==> src/hw/rtl/sklt_pkg.sv <==
// Shared types and constants for the sorted key/value lookup table.
// Used by sklt_cell and sorted_key_value_lookup_table_top; no dependencies.
`default_nettype none

package sklt_pkg;

  localparam int unsigned TABLE_DEPTH = 32;
  localparam int unsigned DATA_W      = 32;
  localparam int unsigned CNT_W       = $clog2(TABLE_DEPTH + 1);

  typedef enum logic [1:0] {
    CMD_CLEAR    = 2'd0,
    CMD_LOAD     = 2'd1,
    CMD_FIND_KEY = 2'd2,
    CMD_FIND_VAL = 2'd3
  } cmd_e;

  // Search word walking down the row of cells.
  typedef struct packed {
    logic                     valid;
    logic                     by_value;
    logic signed [DATA_W-1:0] probe;
    logic                     found;
    logic signed [DATA_W-1:0] result;
  } token_t;

endpackage

`default_nettype wire

==> src/hw/rtl/sklt_cell.sv <==
// One storage cell of the sorted table: holds a key/value pair, shifts it on
// insert and checks the passing search word. Depends on sklt_pkg.
`default_nettype none

module sklt_cell import sklt_pkg::*; (
  input  wire logic                     clk_i,
  input  wire logic                     rst_ni,
  input  wire logic                     occupied_i,
  input  wire logic                     ins_en_i,
  input  wire logic signed [DATA_W-1:0] new_key_i,
  input  wire logic signed [DATA_W-1:0] new_value_i,
  input  wire logic                     left_stay_i,
  input  wire logic signed [DATA_W-1:0] left_key_i,
  input  wire logic signed [DATA_W-1:0] left_value_i,
  output      logic                     stay_o,
  output      logic signed [DATA_W-1:0] key_o,
  output      logic signed [DATA_W-1:0] value_o,
  input  wire logic                     adv_i,
  input  wire token_t                   tok_i,
  output      token_t                   tok_o
);

  logic signed [DATA_W-1:0] key_q, key_d;
  logic signed [DATA_W-1:0] value_q, value_d;
  token_t                   tok_q, tok_d;
  logic                     match;

  // Keep the entry if the new key does not sort before it (stable insert).
  assign stay_o  = occupied_i && !(new_key_i < key_q);
  assign key_o   = key_q;
  assign value_o = value_q;

  always_comb begin
    key_d   = key_q;
    value_d = value_q;
    if (ins_en_i && !stay_o) begin
      if (left_stay_i) begin
        key_d   = new_key_i;
        value_d = new_value_i;
      end else begin
        key_d   = left_key_i;
        value_d = left_value_i;
      end
    end
  end

  assign match = tok_i.by_value ? (value_q == tok_i.probe) : (key_q == tok_i.probe);

  always_comb begin
    tok_d = tok_i;
    if (tok_i.valid && !tok_i.found && occupied_i && match) begin
      tok_d.found  = 1'b1;
      tok_d.result = tok_i.by_value ? key_q : value_q;
    end
  end

  always_ff @(posedge clk_i) begin
    key_q   <= key_d;
    value_q <= value_d;
  end

  always_ff @(posedge clk_i or negedge rst_ni) begin
    if (!rst_ni) begin
      tok_q <= '0;
    end else if (adv_i) begin
      tok_q <= tok_d;
    end
  end

  assign tok_o = tok_q;

endmodule

`default_nettype wire
==> config.mk <==
export PLATFORM = sky130hd
export DESIGN_NAME = sklt_cell
export DESIGN_NICKNAME = d
export VERILOG_FILES = /design/src/hw/rtl/sklt_pkg.sv /design/src/hw/rtl/sklt_cell.sv
export SDC_FILE = /design/constraint.sdc
export NUM_CORES = 1
export LEC_CHECK = 0
export BUFFER_PORTS_ARGS = -buffer_cell sky130_fd_sc_hd__buf_2
export CORE_AREA = 2 2 129 131
export DETAILED_ROUTE_END_ITERATION = 7
export DIE_AREA = 0 0 131 133
export PLACE_DENSITY = 0.79
export SYNTH_ARGS = -nofsm -noshare
export SYNTH_HDL_FRONTEND = slang
export SYNTH_SLANG_ARGS = --single-unit
==> constraint.sdc <==
create_clock -name clk_i -period 7.2 [get_ports clk_i]
set_input_delay 0.36 -clock clk_i [delete_from_list [all_inputs] [get_ports clk_i]]
set_output_delay 0.36 -clock clk_i [all_outputs]
set_load 0.02 [all_outputs]
# After elaboration in Yosys (flattened, before gate mapping)
# Cells that the tools add are included.
# op_classes
order_cmp	1
reduce_logical	8
eq_ne	2
muxes	5
# ops
op	n
32-bit 2-to-1 mux	3
32-bit == test	2
33-bit 2-to-1 mux	1
32-bit < comparator	1
1-bit logical AND	5
1-bit logical NOT	3
1-bit 2-to-1 mux	1
# word_totals
regBits	131
elab_cells	23

# Longest topological paths before layout
# depth
word_depth	5
mapped_depth	10
depth_no_buf	8

# Worst setup path after synthesis
# OpenSTA, ideal clock, no wires.
# synth_path
path_kind	reg2reg
from	reg key_q[29], in the netlist key_o[29]
to	reg key_q[0], in the netlist key_o[0] (enable)
n_path_buf	0
synth_period_minus_slack_ps	3719
setup_ps	429
t_arrival_ps	3290
slack_ps	3481
path_stages_with_launch	9
cell_sequence	edfxtp_1 inv_1 ha_1 a21o_1 a21o_1 a221o_1 a31oi_1 a21o_1 and3_1
# synth_via
elab_chain_cells	5
# synth_lines
element	line_no	rtl
start: declaration	sklt_cell.sv:23	logic signed [DATA_W-1:0] key_q, key_d;
start signal: assignment	sklt_cell.sv:58	key_q <= key_d;
32-bit < comparator	sklt_cell.sv:29	assign stay_o = occupied_i && !(new_key_i < key_q);
1-bit logical NOT	sklt_cell.sv:29	
1-bit logical AND	sklt_cell.sv:29	
1-bit logical NOT	sklt_cell.sv:36	if (ins_en_i && !stay_o) begin
1-bit logical AND	sklt_cell.sv:36	
# No other way between the ends.
# A chain may end at the register's enable or synchronous reset.

# Final worst setup path
# layout_path
from	in tok_i[65] (netlist name)
to	reg tok_q (netlist bit tok_o[6])
# layout_via
elab_chain_cells	3
# layout_lines
element	line_no	rtl
start: declaration	sklt_cell.sv:19	input wire token_t tok_i,
1-bit 2-to-1 mux	sklt_cell.sv:47	assign match = tok_i.by_value ? (value_q == tok_i.probe) : (key_q == tok_i.probe);
1-bit logical AND	sklt_cell.sv:51	if (tok_i.valid && !tok_i.found && occupied_i && match) begin
33-bit 2-to-1 mux (*)	sklt_cell.sv:51	
end signal: assignment	sklt_cell.sv:66	tok_q <= tok_d;
end: declaration	sklt_cell.sv:25	token_t tok_q, tok_d;
# Mark *: on every way between the ends. The rest lies on a longest branch, timed or not.

==> reports/results.md <==
| Parameter | Value | Unit |
| --- | --- | --- |
| RR Endpoint | value_o[5] | - |
| Net count of the mapped netlist | 849 | - |
| Clock tree sinks | 131 | - |
| Starting utilization of the core area | 46.0 | % |
| Simple-gate share of the synthesized area | 6.20 | % |
| Final net count | 1,168 | - |
| Max frequency | 313 | MHz |
| Drt pass-1 iters | 5 | - |
| Final Hold Viols | 0 | - |
| Share of the cycle needed by the critical path after routing | 44.4 | % |
| Total clock buffers created by CTS | 17 | - |
| Worst Max-Slew Pin Slew | 1.09 | ns |
| Buffers and inverters on the worst path | 3 | - |
| Floorplan Core Area | 16,200 | µm² |
| Final Skew | 0.00931 | ns |
| Largest family of logic cells by synthesized area | multiplexers | - |
| Status | finished clean | - |
| Via count of the first global-routing pass | 6,288 | - |
| First-pass GRT wire length | 35.4 | mm |
| Worst Path Max Fanout | 43 | - |
| Number of buffers added on ports | 332 | - |
| Worst-path clk slew | 0.05 | ns |
| Data required time at the worst endpoint | 7.55 | ns |
| Unrepaired setup endpoints after global routing | no | - |
| Net switching share of the total power | 29.7 | % |
| Buffers inserted by post-CTS timing repair | 0 | - |
| CTS Hold Bufs | 0 | - |
| Post-route cell area | 9820 | µm² |
| Placed Area | 9270 | µm² |
| DR vias | 6,341 | - |
| Clock period minus worst slack | 3.20 | ns |
| Final Max Tran Viols | 0 | - |
| Fraction of the mapped netlist area in compound gates | 9.18 | % |
| Gate count after technology mapping | 617 | - |
| Kind of critical path | primary input to flip-flop | - |
| Maximum vdd drop | 161 | µV |
| Routed WL | 23.7 | mm |
| Category of the worst setup path launch point | primary input | - |
| Root buf cell | clkbuf_16 | - |
| Post-synthesis cell type count | 39 | - |
| Power density over the cells | 230 | nW/µm² |
| Setup_tns | 0 | ns |
| Setup slack after layout | 4.00 | ns |
| Static leakage power | 4.77 | nW |
| Global Route Usage Sum | 27.3 | % |
| Cell internal pwr | 1.59 | mW |
| TritonCTS clock tree | done | - |
| Syn avg cell area | 12.1 | µm² |
| Reg2Reg Setup Slack | 4.06 | ns |
| Relative slew margins | 27.3 | % |
| Io pins | 333 | - |
| Worst flop-to-flop path startpoint | key_o[27] | - |
| Yosys synthesis warning count | 0 | - |
| Number of antenna violations at the first check in global routing | 1 | - |
| Share of synthesized area spent on multiplexers | 23.4 | % |
| Fraction of the yosys area taken by sequential cells | 48.4 | % |
| Number of DRC violations after detailed-routing iteration 0 | 486 | - |
| Depth of the worst register-to-register path | 9 | - |
| Slowest Stage Delay on Critical Path | 0.65 | ns |
| DIE HEIGHT | 133 | µm |
| DR DRC count | 0 | - |
| Crit-path slowest cell | buf_4 | - |
| Cell family contributing the most delay on the critical path | buffers and inverters | - |
| Grt ovf | 0 | - |
| Number of vias per cell | 5.42 | - |
| Number of flip-flops and latches in the synthesized netlist | 131 | - |
| Die ar. | 17,400 | µm² |
| Buffer depth of the longest clock path | 2 | - |
| Share of layout cells above drive strength 1 | 49.3 | % |
| Fraction of the mapped netlist area in adder cells | 5.21 | % |
| Row Count | 47 | - |
| Arrival time at the worst endpoint | 3.55 | ns |
| Net Switching | 0.671 | mW |
| Level count of the clock H-tree | 4 | - |
| Relative contribution of the clock network to total power | 36.5 | % |
| Synthesis-to-finish area growth | 32.0 | % |
| Pin count of the biggest net entering global routing | 70 | - |
| Critical-path cell list | buf_4, buf_4, mux2i_1, xor2_1, nand4_1, nor4_4, and2_1, buf_4, a221o_1 | - |
| Hold Worst Slack | 0.0617 | ns |
| Post-cts gate resize count | 0 | - |
| Post-detailed-route count of antenna-violating nets | 0 | - |
| Summed instance area of the synthesized netlist | 7440 | µm² |
| Logic gate share of total power | 22.3 | % |
| DP Wirelength | 18.0 | mm |
| Pre-CTS worst setup slack | 3.54 | ns |
| Most numerous cell on the critical path | buf_4 | - |
| Area share of xor/xnor cells in the synthesized design | 3.65 | % |
| Mean routed wirelength per cell | 20.3 | µm |
| Endpoints failing setup | 0 | - |
| Nature of the critical path endpoint | flip-flop | - |
| GP Congestion | 0.890 | - |
| Clock Latency Late Sink | 0.42 | ns |
| Sequential power share | 41.2 | % |
| Die extent in x | 131 | µm |
| Worst min path class | primary input to async pin | - |
| Number of max-capacitance violations reported | 0 | - |
-- synthesized netlist by cell type --
cell	instances	area (µm²)
a21o_1	6	45.0
o221ai_1	2	17.5
nor4_1	5	31.3
a2111o_1	1	11.3
clkbuf_1	24	90.1
a31oi_1	1	6.26
a221o_1	33	330
inv_1	32	120
a221oi_1	1	8.76
and4_1	5	43.8
nand2b_1	2	12.5
inv_2	1	3.75
o31ai_1	1	7.51
nor2_1	32	120
mux2_2	98	1100
o311ai_0	1	8.76
a21oi_1	40	200
buf_2	7	35.0
mux2i_1	64	641
nand4_1	4	25.0
or4b_1	2	20.0
xnor2_1	19	166
ha_1	31	388
nand2_1	43	161
o2111ai_1	1	8.76
edfxtp_1	64	1920
buf_1	4	15.0
buf_4	4	30.0
a2111oi_0	1	8.76
xor2_1	12	105
dfrtp_1	67	1680
nor4_4	1	21.3
o21ai_0	1	5.00
o32ai_1	1	8.76
and3_1	1	6.26
o22a_1	1	8.76
o21a_1	1	7.51
and2_1	2	12.5
nand3b_1	1	7.51
-- sequential cells by signal, indices dropped and copies added (netlist names) --
signal,cells
key_o,32
tok_o,67
value_o,32
-- stage by stage --
stage	instances	power [mW]	utilization (%)
after detailed placement	1137	1.45	57.3
after floorplan	617	1.23	-
after global placement	1137	1.44	57.3
final	1170	2.26	60.7
after CTS	1169	2.28	60.7
after global routing	1170	2.35	60.7
-- power by group through the flow --
| stage | combinational (mW) | clock (mW) | sequential (mW) |
|---|---|---|---|
| final | 0.504 | 0.826 | 0.931 |
| after global routing | 0.546 | 0.866 | 0.938 |
| after CTS | 0.508 | 0.839 | 0.930 |
| after detailed placement | 0.506 | 0 | 0.943 |
| after global placement | 0.497 | 0 | 0.942 |
| after floorplan | 0.213 | 0 | 1.02 |
-- how the worst max path moves through the flow --
stage	cells after the start	slack, ns	to	startpoint
floorplan	8	3.48	key_o[0]	key_o[29]
global placement	9	3.59	tok_o[9]	tok_i[65]
detailed placement	9	3.54	tok_o[5]	tok_i[65]
CTS	9	3.93	stay_o	key_o[31]
global route	9	3.80	tok_o[6]	tok_i[65]
finish	9	4.00	tok_o[6]	tok_i[65]
-- metal layers --
layer	track usage (%)	part of all wire [%]	wire (µm)	up-vias
met5	0	0	0	-
met4	7.98	2.1	501	0
met3	5.22	5.8	1370	35
met2	45.7	50	12000	298
met1	36.0	42	9880	3081
li1	-	-	-	2927
-- cell type report --
cell class	count	area, µm²
fillers	1333	6350
flip-flops and latches	131	3600
multi-input cells	414	3550
repair buffers	339	1720
clock buffers	21	440
well taps	220	275
inverters	33	124
clock inverters	11	114
diodes	1	2.50
-- cell families (layout without fill, tap and decap cells) --
logic type	after synthesis	after routing
other	0	1
and+or+nand+nor	98	98
buffers and inverters	72	404
adders and majority gates	31	31
AOI/OAI and AO/OA	92	92
xor gates and xnor gates	31	31
muxes	162	162
DFF	131	131
-- cells in the final DEF (no fill, tap or decap), drive strengths merged, types with 21 or more instances in the layout --
cell type / Yosys / layout
dfrtp: 67 / 67
mux2: 98 / 98
mux2i: 64 / 64
inv: 33 / 33
a221o: 33 / 33
nor2: 32 / 32
clkbuf: 24 / 21
a21oi: 40 / 40
nand2: 43 / 43
edfxtp: 64 / 64
ha: 31 / 31
buf: 15 / 339
Note: power is estimated with default switching activity, not from simulation.
